`config.mk`:
```
export PLATFORM = sky130hd
export DESIGN_NAME = x86_instruction_length_decoder
export DESIGN_NICKNAME = d
export VERILOG_FILES = /design/src/rtl/ild_pkg.sv /design/src/rtl/x86_instruction_length_decoder.sv /design/src/rtl/ild_parse.sv
export SDC_FILE = /design/constraint.sdc
export NUM_CORES = 1
export LEC_CHECK = 0
export BUFFER_PORTS_ARGS = -buffer_cell sky130_fd_sc_hd__buf_2
export CAP_MARGIN = 20
export CORE_UTILIZATION = 42
export CTS_CLUSTER_DIAMETER = 100
export DETAILED_ROUTE_END_ITERATION = 10
export SLEW_MARGIN = 5
export SYNTH_ARGS = -nofsm -noshare
export SYNTH_HDL_FRONTEND = slang
export SYNTH_SLANG_ARGS = --single-unit
```
`constraint.sdc`:
```
create_clock -name clk_i -period 6.5 [get_ports clk_i]
set_clock_uncertainty 0.15 [all_clocks]
set_input_delay 1.95 -clock clk_i [delete_from_list [all_inputs] [get_ports clk_i]]
set_output_delay 1.95 -clock clk_i [all_outputs]
set_load 0.02 [all_outputs]
```
`src/rtl/ild_pkg.sv`:
```
// Shared types, constants and opcode tables for the x86 instruction length decoder.
package ild_pkg;

  // Parser phase
  typedef enum logic [2:0] {
    PH_PREFIX = 3'd0,
    PH_ESCAPE = 3'd1,
    PH_MODRM  = 3'd2,
    PH_SIB    = 3'd3,
    PH_TAIL   = 3'd4
  } phase_e;

  // CPU mode register codes
  localparam logic [1:0] MODE_LEGACY = 2'd0;
  localparam logic [1:0] MODE_COMPAT = 2'd1;
  localparam logic [1:0] MODE_LONG   = 2'd2;

  // Opcode and prefix bytes
  localparam logic [7:0] OPC_ESCAPE   = 8'h0F;
  localparam logic [7:0] PFX_OPSIZE   = 8'h66;
  localparam logic [7:0] PFX_ADDRSIZE = 8'h67;
  localparam logic [7:0] PFX_LOCK     = 8'hF0;
  localparam logic [7:0] PFX_REPNE    = 8'hF2;
  localparam logic [7:0] PFX_REP      = 8'hF3;
  localparam logic [7:0] PFX_SEG_ES   = 8'h26;
  localparam logic [7:0] PFX_SEG_CS   = 8'h2E;
  localparam logic [7:0] PFX_SEG_SS   = 8'h36;
  localparam logic [7:0] PFX_SEG_DS   = 8'h3E;
  localparam logic [7:0] PFX_SEG_FS   = 8'h64;
  localparam logic [7:0] PFX_SEG_GS   = 8'h65;
  localparam logic [3:0] REX_HIGH     = 4'h4;
  localparam logic [7:0] OPC_GRP3_B   = 8'hF6;
  localparam logic [7:0] OPC_GRP3_V   = 8'hF7;
  localparam logic [7:0] OPC_CALLF    = 8'h9A;
  localparam logic [7:0] OPC_JMPF     = 8'hEA;
  localparam logic [5:0] OPC_MOFFS_HI = 6'b101000;

  // ModR/M fields
  localparam logic [1:0] MOD_MEM0 = 2'b00;
  localparam logic [1:0] MOD_MEM8 = 2'b01;
  localparam logic [1:0] MOD_REG  = 2'b11;
  localparam logic [2:0] RM_SIB   = 3'd4;
  localparam logic [2:0] RM_DISP  = 3'd5;

  // Immediate classes
  localparam logic [2:0] IMM_NONE = 3'd0;
  localparam logic [2:0] IMM_B    = 3'd1;
  localparam logic [2:0] IMM_W    = 3'd2;
  localparam logic [2:0] IMM_V    = 3'd3;
  localparam logic [2:0] IMM_WB   = 3'd4;

  // One result as it leaves the parser
  typedef struct packed {
    logic [4:0] instr_length;
    logic       two_byte_opcode;
    logic [7:0] opcode_byte;
    logic       length_overflow;
  } ild_result_t;

  // Two nibbles per byte: bit 0 = ModR/M follows, bits 3:1 = immediate class.
  // Lower half is the one-byte map, upper half the 0F map.
  localparam logic [7:0] OP_ROM [256] = '{
    8'h11, 8'h11, 8'h26, 8'h00, 8'h11, 8'h11, 8'h26, 8'h00,
    8'h11, 8'h11, 8'h26, 8'h00, 8'h11, 8'h11, 8'h26, 8'h00,
    8'h11, 8'h11, 8'h26, 8'h00, 8'h11, 8'h11, 8'h26, 8'h00,
    8'h11, 8'h11, 8'h26, 8'h00, 8'h11, 8'h11, 8'h26, 8'h00,
    8'h00, 8'h00, 8'h00, 8'h00, 8'h00, 8'h00, 8'h00, 8'h00,
    8'h00, 8'h00, 8'h00, 8'h00, 8'h00, 8'h00, 8'h00, 8'h00,
    8'h00, 8'h11, 8'h00, 8'h00, 8'h67, 8'h23, 8'h00, 8'h00,
    8'h22, 8'h22, 8'h22, 8'h22, 8'h22, 8'h22, 8'h22, 8'h22,
    8'h37, 8'h33, 8'h11, 8'h11, 8'h11, 8'h11, 8'h11, 8'h11,
    8'h00, 8'h00, 8'h00, 8'h00, 8'h00, 8'h00, 8'h00, 8'h00,
    8'h00, 8'h00, 8'h00, 8'h00, 8'h26, 8'h00, 8'h00, 8'h00,
    8'h22, 8'h22, 8'h22, 8'h22, 8'h66, 8'h66, 8'h66, 8'h66,
    8'h33, 8'h40, 8'h11, 8'h37, 8'h80, 8'h40, 8'h02, 8'h00,
    8'h11, 8'h11, 8'h22, 8'h00, 8'h11, 8'h11, 8'h11, 8'h11,
    8'h22, 8'h22, 8'h22, 8'h22, 8'h66, 8'h02, 8'h00, 8'h00,
    8'h00, 8'h00, 8'h00, 8'h11, 8'h00, 8'h00, 8'h00, 8'h11,
    8'h11, 8'h11, 8'h00, 8'h00, 8'h00, 8'h00, 8'h01, 8'h01,
    8'h11, 8'h11, 8'h11, 8'h11, 8'h10, 8'h00, 8'h00, 8'h01,
    8'h11, 8'h11, 8'h10, 8'h10, 8'h11, 8'h11, 8'h11, 8'h11,
    8'h00, 8'h00, 8'h00, 8'h00, 8'h10, 8'h10, 8'h00, 8'h00,
    8'h11, 8'h11, 8'h11, 8'h11, 8'h11, 8'h11, 8'h11, 8'h11,
    8'h11, 8'h11, 8'h11, 8'h11, 8'h11, 8'h11, 8'h11, 8'h11,
    8'h11, 8'h11, 8'h11, 8'h11, 8'h11, 8'h11, 8'h11, 8'h11,
    8'h33, 8'h11, 8'h11, 8'h10, 8'h00, 8'h00, 8'h11, 8'h11,
    8'h66, 8'h66, 8'h66, 8'h66, 8'h66, 8'h66, 8'h66, 8'h66,
    8'h11, 8'h11, 8'h11, 8'h11, 8'h11, 8'h11, 8'h11, 8'h11,
    8'h00, 8'h01, 8'h31, 8'h00, 8'h00, 8'h01, 8'h31, 8'h11,
    8'h11, 8'h11, 8'h11, 8'h11, 8'h00, 8'h11, 8'h11, 8'h11,
    8'h11, 8'h31, 8'h33, 8'h31, 8'h00, 8'h00, 8'h00, 8'h00,
    8'h11, 8'h11, 8'h11, 8'h11, 8'h11, 8'h11, 8'h11, 8'h11,
    8'h11, 8'h11, 8'h11, 8'h11, 8'h11, 8'h11, 8'h11, 8'h11,
    8'h11, 8'h11, 8'h11, 8'h11, 8'h11, 8'h11, 8'h11, 8'h10
  };

  // Look up the opcode nibble; odd opcodes use the low half of the byte
  function automatic logic [3:0] rom_nibble(input logic [7:0] opc, input logic esc);
    logic [7:0] v;
    v = OP_ROM[{esc, opc[7:1]}];
    return opc[0] ? v[3:0] : v[7:4];
  endfunction

  // Legacy prefixes other than operand size
  function automatic logic is_legacy_prefix(input logic [7:0] b);
    logic r;
    unique case (b) inside
      PFX_LOCK, PFX_REPNE, PFX_REP, PFX_SEG_ES, PFX_SEG_CS, PFX_SEG_SS,
      PFX_SEG_DS, PFX_SEG_FS, PFX_SEG_GS, PFX_ADDRSIZE: r = 1'b1;
      default: r = 1'b0;
    endcase
    return r;
  endfunction

  // Bytes after ModR/M, SIB and displacement: immediate plus special opcodes
  function automatic logic [3:0] tail_bytes(input logic [7:0] opc, input logic esc,
                                            input logic [7:0] modrm, input logic osp);
    logic [3:0] nib;
    logic [2:0] cls;
    logic [3:0] extra;
    nib   = rom_nibble(opc, esc);
    cls   = nib[3:1];
    extra = 4'd0;
    if (!esc) begin
      // test forms of group 3 carry an immediate
      if (modrm[5:4] == 2'b00) begin
        if (opc == OPC_GRP3_B) cls = cls | IMM_B;
        else if (opc == OPC_GRP3_V) cls = cls | IMM_V;
      end
      if (opc == OPC_CALLF || opc == OPC_JMPF) extra = 4'd6;
      if (opc[7:2] == OPC_MOFFS_HI) extra = 4'd4;
    end
    case (cls)
      IMM_B:   extra = extra + 4'd1;
      IMM_W:   extra = extra + 4'd2;
      IMM_V:   extra = extra + (osp ? 4'd2 : 4'd4);
      IMM_WB:  extra = extra + 4'd3;
      default: extra = extra;
    endcase
    return extra;
  endfunction

endpackage

```
`src/rtl/x86_instruction_length_decoder.sv`:
```
// Top level: input byte register, parser and result register of the length decoder.
//
//   channel | direction | handshake             | payload
//   --------+-----------+-----------------------+------------------------------------------
//   in      | request   | in_valid_i/in_stall_o | code_byte_i
//   out     | result    | out_valid_o/out_stall_i | instr_length_o, two_byte_opcode_o,
//           |           |                       | opcode_byte_o, length_overflow_o
//   cfg     | write     | cfg_we_i              | cfg_wdata_i (cpu mode)
//
// One byte is taken per cycle while the input is not stalled; each byte is held in the
// input register and parsed on its way to the result register, so the last byte of an
// instruction is registered first and then its result, before the result is valid.
// Reset clears the parser to the start of an instruction and sets the cpu mode to
// 32-bit compatibility. A stalled result holds the result register and, once the
// input register is full, stalls the input channel.
module x86_instruction_length_decoder #(
  parameter int MAX_LENGTH = 31
) (
  input  logic       clk_i,
  input  logic       rst_ni,
  input  logic       cfg_we_i,
  input  logic [1:0] cfg_wdata_i,
  input  logic       in_valid_i,
  output logic       in_stall_o,
  input  logic [7:0] code_byte_i,
  output logic       out_valid_o,
  input  logic       out_stall_i,
  output logic [4:0] instr_length_o,
  output logic       two_byte_opcode_o,
  output logic [7:0] opcode_byte_o,
  output logic       length_overflow_o
);

  logic [1:0]           cpu_mode_q;
  logic                 byte_vld_q, byte_vld_d;
  logic [7:0]           byte_q;
  logic                 out_valid_q, out_valid_d;
  ild_pkg::ild_result_t res_q;
  ild_pkg::ild_result_t res;
  logic                 adv;
  logic                 fire;
  logic                 emit;
  logic                 in_acc;

  // Advance when the result register is free or being drained
  assign adv         = !out_valid_q || !out_stall_i;
  assign in_stall_o  = byte_vld_q && !adv;
  assign in_acc      = in_valid_i && !in_stall_o;
  assign fire        = byte_vld_q && adv;
  assign byte_vld_d  = (byte_vld_q && !adv) || in_acc;
  assign out_valid_d = adv ? emit : out_valid_q;

  ild_parse #(
    .MAX_LENGTH(MAX_LENGTH)
  ) u_parse (
    .clk_i      (clk_i),
    .rst_ni     (rst_ni),
    .fire_i     (fire),
    .code_byte_i(byte_q),
    .cpu_mode_i (cpu_mode_q),
    .emit_o     (emit),
    .result_o   (res)
  );

  // Control registers
  always_ff @(posedge clk_i or negedge rst_ni) begin
    if (!rst_ni) begin
      cpu_mode_q  <= ild_pkg::MODE_COMPAT;
      byte_vld_q  <= 1'b0;
      out_valid_q <= 1'b0;
    end else begin
      if (cfg_we_i) cpu_mode_q <= cfg_wdata_i;
      byte_vld_q  <= byte_vld_d;
      out_valid_q <= out_valid_d;
    end
  end

  // Payload registers: load the byte on accept, the result on emit
  always_ff @(posedge clk_i) begin
    if (in_acc) byte_q <= code_byte_i;
    if (emit) res_q <= res;
  end

  assign out_valid_o       = out_valid_q;
  assign instr_length_o    = res_q.instr_length;
  assign two_byte_opcode_o = res_q.two_byte_opcode;
  assign opcode_byte_o     = res_q.opcode_byte;
  assign length_overflow_o = res_q.length_overflow;

endmodule

```
`src/rtl/ild_parse.sv`:
```
// Byte-wise parser state machine: tracks prefixes, opcode, ModR/M, SIB and tail bytes.
module ild_parse #(
  parameter int MAX_LENGTH = 31
) (
  input  logic                 clk_i,
  input  logic                 rst_ni,
  input  logic                 fire_i,
  input  logic [7:0]           code_byte_i,
  input  logic [1:0]           cpu_mode_i,
  output logic                 emit_o,
  output ild_pkg::ild_result_t result_o
);

  localparam int CntW = ($clog2(MAX_LENGTH + 1) > 5) ? $clog2(MAX_LENGTH + 1) : 5;
  localparam logic [CntW-1:0] CntMax = CntW'(MAX_LENGTH);

  ild_pkg::phase_e phase_q, phase_d;
  logic            osp_q, osp_d;
  logic            esc_q, esc_d;
  logic [7:0]      opc_q, opc_d;
  logic [7:0]      modrm_q, modrm_d;
  logic [3:0]      rem_q, rem_d;
  logic [CntW-1:0] cnt_q, cnt_d;

  logic [7:0]      b;
  logic            legacy;
  logic            skip_pfx;
  logic [3:0]      op_nib;
  logic [3:0]      op_tail;
  logic            op_done;
  logic [3:0]      mr_tail;
  logic            mr_to_sib;
  logic [2:0]      mr_disp;
  logic [4:0]      mr_n;
  logic [3:0]      sib_tail;
  logic [2:0]      sib_disp;
  logic [4:0]      sib_n;
  logic [3:0]      rem_dec;
  logic [CntW-1:0] cnt_inc;
  logic            takes_op;
  logic            done;

  // Decode helpers shared by the phases
  assign b        = code_byte_i;
  assign legacy   = (cpu_mode_i == ild_pkg::MODE_LEGACY);
  assign skip_pfx = ((cpu_mode_i == ild_pkg::MODE_LONG) && (b[7:4] == ild_pkg::REX_HIGH)) ||
                    ild_pkg::is_legacy_prefix(b);
  assign op_nib   = ild_pkg::rom_nibble(b, esc_q);
  assign op_tail  = ild_pkg::tail_bytes(b, esc_q, 8'h00, osp_q);
  assign op_done  = !op_nib[0] && (op_tail == 4'd0);
  assign mr_tail  = ild_pkg::tail_bytes(opc_q, esc_q, b, osp_q);
  assign mr_to_sib = (b[7:6] != ild_pkg::MOD_REG) && !legacy && (b[2:0] == ild_pkg::RM_SIB);
  assign sib_tail = ild_pkg::tail_bytes(opc_q, esc_q, modrm_q, osp_q);
  assign mr_n     = 5'(mr_disp) + 5'(mr_tail);
  assign sib_n    = 5'(sib_disp) + 5'(sib_tail);
  assign rem_dec  = (rem_q == 4'd0) ? 4'd0 : rem_q - 4'd1;
  assign cnt_inc  = (cnt_q < CntMax) ? cnt_q + CntW'(1) : cnt_q;
  assign takes_op = (phase_q == ild_pkg::PH_ESCAPE) ||
                    ((phase_q != ild_pkg::PH_MODRM) && (phase_q != ild_pkg::PH_SIB) &&
                     (phase_q != ild_pkg::PH_TAIL));

  // Count displacement bytes from mod, rm and the addressing mode
  always_comb begin
    case (b[7:6])
      ild_pkg::MOD_MEM0: mr_disp = (b[2:0] == ild_pkg::RM_DISP) ? (legacy ? 3'd2 : 3'd4) : 3'd0;
      ild_pkg::MOD_MEM8: mr_disp = 3'd1;
      ild_pkg::MOD_REG:  mr_disp = 3'd0;
      default:           mr_disp = legacy ? 3'd2 : 3'd4;
    endcase
    case (modrm_q[7:6])
      ild_pkg::MOD_MEM0: sib_disp = (b[2:0] == ild_pkg::RM_DISP) ? 3'd4 : 3'd0;
      ild_pkg::MOD_MEM8: sib_disp = 3'd1;
      default:           sib_disp = 3'd4;
    endcase
  end

  // Next state
  always_comb begin
    phase_d = phase_q;
    osp_d   = osp_q;
    esc_d   = esc_q;
    opc_d   = opc_q;
    modrm_d = modrm_q;
    rem_d   = rem_q;
    cnt_d   = cnt_q;
    if (fire_i) begin
      cnt_d = cnt_inc;
      unique case (phase_q)
        ild_pkg::PH_ESCAPE: begin
          opc_d   = b;
          modrm_d = 8'h00;
          rem_d   = op_tail;
          phase_d = op_nib[0] ? ild_pkg::PH_MODRM : ild_pkg::PH_TAIL;
        end
        ild_pkg::PH_MODRM: begin
          modrm_d = b;
          rem_d   = mr_n[3:0];
          phase_d = mr_to_sib ? ild_pkg::PH_SIB : ild_pkg::PH_TAIL;
        end
        ild_pkg::PH_SIB: begin
          rem_d   = sib_n[3:0];
          phase_d = ild_pkg::PH_TAIL;
        end
        ild_pkg::PH_TAIL: begin
          rem_d = rem_dec;
        end
        default: begin
          phase_d = ild_pkg::PH_PREFIX;
          if (skip_pfx) begin
            phase_d = ild_pkg::PH_PREFIX;
          end else if (b == ild_pkg::PFX_OPSIZE) begin
            osp_d = 1'b1;
          end else if (b == ild_pkg::OPC_ESCAPE) begin
            esc_d   = 1'b1;
            phase_d = ild_pkg::PH_ESCAPE;
          end else begin
            opc_d   = b;
            modrm_d = 8'h00;
            rem_d   = op_tail;
            phase_d = op_nib[0] ? ild_pkg::PH_MODRM : ild_pkg::PH_TAIL;
          end
        end
      endcase
      // last byte: back to the start of the next instruction
      if (done) begin
        phase_d = ild_pkg::PH_PREFIX;
        osp_d   = 1'b0;
        esc_d   = 1'b0;
        rem_d   = 4'd0;
        cnt_d   = '0;
      end
    end
  end

  // Outputs: last-byte detection and the result fields
  always_comb begin
    unique case (phase_q)
      ild_pkg::PH_ESCAPE: done = op_done;
      ild_pkg::PH_MODRM:  done = !mr_to_sib && (mr_n == 5'd0);
      ild_pkg::PH_SIB:    done = (sib_n == 5'd0);
      ild_pkg::PH_TAIL:   done = (rem_dec == 4'd0);
      default:            done = !skip_pfx && (b != ild_pkg::PFX_OPSIZE) &&
                                 (b != ild_pkg::OPC_ESCAPE) && op_done;
    endcase
    emit_o                   = fire_i && done;
    result_o.instr_length    = cnt_inc[4:0];
    result_o.two_byte_opcode = esc_q;
    result_o.opcode_byte     = takes_op ? b : opc_q;
    result_o.length_overflow = (cnt_inc >= CntMax);
  end

  // State registers
  always_ff @(posedge clk_i or negedge rst_ni) begin
    if (!rst_ni) begin
      phase_q <= ild_pkg::PH_PREFIX;
      osp_q   <= 1'b0;
      esc_q   <= 1'b0;
      opc_q   <= 8'h00;
      modrm_q <= 8'h00;
      rem_q   <= 4'd0;
      cnt_q   <= '0;
    end else begin
      phase_q <= phase_d;
      osp_q   <= osp_d;
      esc_q   <= esc_d;
      opc_q   <= opc_d;
      modrm_q <= modrm_d;
      rem_q   <= rem_d;
      cnt_q   <= cnt_d;
    end
  end

endmodule

```
==> results.md <==
- Status: completed
- Slew Limit Headroom: 32.5%
- PostCTS Resize Cnt: 0
- Crit end category: register
- Area after DPL: 4880 µm²
- Synth Area in Simple Gates: 25.2%
- # fillers: 1062
- CP required: 6.57 ns
- Vias/cell: 6.05
- Share of the synthesized area in the top cell type: 15.4%
- Core area: 10900 µm²
- Detail Route Antenna Nets: 0
- Syn Inst Count: 531
- Initial antenna violation count: 0
- Die Y: 108 µm
- Synth Warn #: 0
- Synth Area in Adders: 8.70%
- Final hold violation count: 0
- DIE AREA: 11700 µm²
- Critical-path cell with the highest stage delay: nor3_4
- CP bufs+invs: 2
- Starting Density: 43.3%
- WP depth: 17
- Post-synthesis area per instance: 8.89 µm²
- VDD IR max: 0.148 mV
- Total Wirelength: 12300 µm
- CTS Sinks: 53
- Clock Path Buffers: 2
- Placed wire-length estimate: 8970 µm
- Layout area overhead: 5.33%
- FF-to-FF path depth: 17
- Total track usage: 22.5%
- GR Layer Usage met1: 32.4%
- IO buf count: 31
- Fin area: 4970 µm²
- Setup TNS: 0 ns
- Slew @ Worst Pin: 1.01 ns
- Number of remaining DRC errors: 0
- DRT iter0 DRCs: 375
- Post-synthesis xor/xnor area fraction: 0.928%
- Ys flop type: dfrtp_1
- Final nets: 586
- Post-synth top area cell: dfrtp_1
- Mux share of post-synthesis cell area: 4.46%
- Die X: 108 µm
- GPL Wtd Cong: 0.916
- Hold path cells: 1
- Post-synthesis compound-gate area fraction: 24.2%
- Crit Path Category: register to register
- CTS tree: yes
- CP Max Fanout: 20
- Final worst-path cycle share: 86.9%
- Routed via count: 4117
- # IOs: 32
- Setup crit start kind: register
- Post-synth EDFFs: 23
- Antenna cell count: 0
- Vias in the first global route: 3888
- Clk_lat worst skew: 0.32 ns
- Worst hold-check path type: register to register
- Layout cells sized above 1: 17.0%
- Largest net degree at the start of global routing: 31
- Site row count: 38
- Synth top area cells: dfrtp_1, edfxtp_1, ha_1
- Yosys reg bits: 53
- Routed length per instance: 18.0 µm
- Synthesized Nets: 577
- Cell area power density: 390 nW/µm²
- Max Cap Viol: 0
- Unrepaired setup endpoints after global routing: false
- Worst Path Arrival: 5.72 ns
- Total power: 0.00194 W
- Max incr delay on CP: 0.82 ns
- First-pass GRT wire length: 20500 µm
- CP delay by family, top: simple AND/OR/NAND/NOR gates
- Pleak: 2.01 nW
- Yosys cell types: 92
- Final number of max-transition violations: 0
- Main combinational cell family by area after synthesis: simple AND/OR/NAND/NOR gates
- Grt peak-use layer: met2
- Root Driver: clkbuf_8
- Grt ovf: 0
- CTS buffer count: 5
- Util after Layout: 45.6%
- Asr flop ratio synth: 56.6%
- Htree depth: 2
- Period minus WS final: 5.65 ns
- Final Setup Violations: 0
- Post-CTS setup buffers: 0
- CP cell instances: inv_1 > ha_1 > a211o_1 > a311o_1 > o211ai_1 > nand2_1 > or2_2 > ha_1 > fa_1 > or3_1 > a21oi_1 > a21oi_1 > nor4b_2 > nor3_4 > nor3_4 > buf_4 > a21oi_2
- Met2 GRT Util: 35.5%
- Mapped cell area: 4720 µm²
- Hold Buf Count CTS: 0
- Grt met3 use: 2.53%
- Commonest cells after routing, fill and taps aside: nand2_1, nor2_1, buf_2
- Clock transition at path regs: 0.11 ns
- Register area share after synthesis: 30.6%
- Fmax: 177 MHz
- Most common cell after layout, fill and taps aside: nand2_1
- DRT Pass-1 Iters: 5
## registers in the layout, indices dropped and copies added, names as in the netlist, 2 cells and up
| signal | flops |
|---|---|
| byte_q | 8 |
| u_parse.cnt_q | 5 |
| instr_length_o | 5 |
| u_parse.modrm_q | 4 |
| u_parse.opc_q | 8 |
| cpu_mode_q | 2 |
| u_parse.phase_q | 3 |
| opcode_byte_o | 8 |
| u_parse.rem_q | 4 |
## power breakdown
group | leakage, nW | total, W | switching [W] | internal, W
registers | 0.601 | 0.000683 | 0.000190 | 0.000494
clock network | 0.0445 | 0.000200 | 0.000123 | 0.0000769
logic | 1.37 | 0.00105 | 0.000626 | 0.000427
total | 2.01 | 0.00194 | 0.000939 | 0.000998
## layout make-up
class / count / area, µm² / share of cell area, %
Clock buffer: 5 / 68.8 / 1.38
Clock inverter: 3 / 21.3 / 0.428
Inverter: 18 / 67.6 / 1.36
Multi-Input combinational cell: 425 / 2990 / 60.2
Sequential cell: 53 / 1440 / 29.0
Tap cell: 140 / 175 / 3.52
Timing Repair Buffer: 37 / 200 / 4.03
## worst reg2reg max path, delay by kind of cell (launching register included)
kind                     cells  cell delay, ns
AND/OR/NAND/NOR              6            2.11
AO/OA/AOI/OAI                6            1.14
adder cells (fa/ha/maj)      3            1.00
buffers and inverters        2            0.52
flip-flops                   1            0.63
## cells in the mapped netlist (7+ instances only)
cell type and n:
a21oi_1 28, a22o_1 7, a31oi_1 9, and3_1 7, buf_2 12, clkbuf_1 11, dfrtp_1 29, edfxtp_1 23
ha_1 28, inv_1 16, mux2_2 10, nand2_1 50, nand2b_1 16, nand3_1 23, nand4_1 7, nor2_1 45
nor2b_1 12, nor3_1 12, nor3b_1 7, o211ai_1 7, o21ai_0 30
## cell families after synthesis
| group | after synthesis |
|---|---|
| adders and majority gates | 31 |
| AOI/OAI and AO/OA | 154 |
| and+or+nand+nor | 217 |
| xor gates and xnor gates | 5 |
| buffers and inverters | 53 |
| DFF | 53 |
| muxes | 18 |
## worst paths after layout
kind	from	to	slack [ns]
max	byte_q[2]	u_parse.cnt_q[2]	0.85
min	u_parse.modrm_q[5]	u_parse.modrm_q[5]	0.37
max reg2reg	byte_q[2]	u_parse.cnt_q[2]	0.85
min reg2reg	u_parse.modrm_q[5]	u_parse.modrm_q[5]	0.37
max in group asynchronous	rst_ni	u_parse.opc_q[0]	4.22
min in group asynchronous	rst_ni	u_parse.phase_q[0]	1.51
## stage by stage
step                hold slack, ns  worst slack [ns]  std cells
detailed placement           0.332             0.855        673
global placement             0.337              1.07        673
CTS                          0.366             0.830        681
global route                 0.384             0.493        681
floorplan                    0.297              1.52        531
finish                       0.368             0.850        681
## routing by layer
metal	up-vias	wire [µm]
met3	19	548
met5	-	0
met2	139	5770
met1	1960	5760
li1	1999	-
met4	0	194
Power figures use the tool's default switching activity.
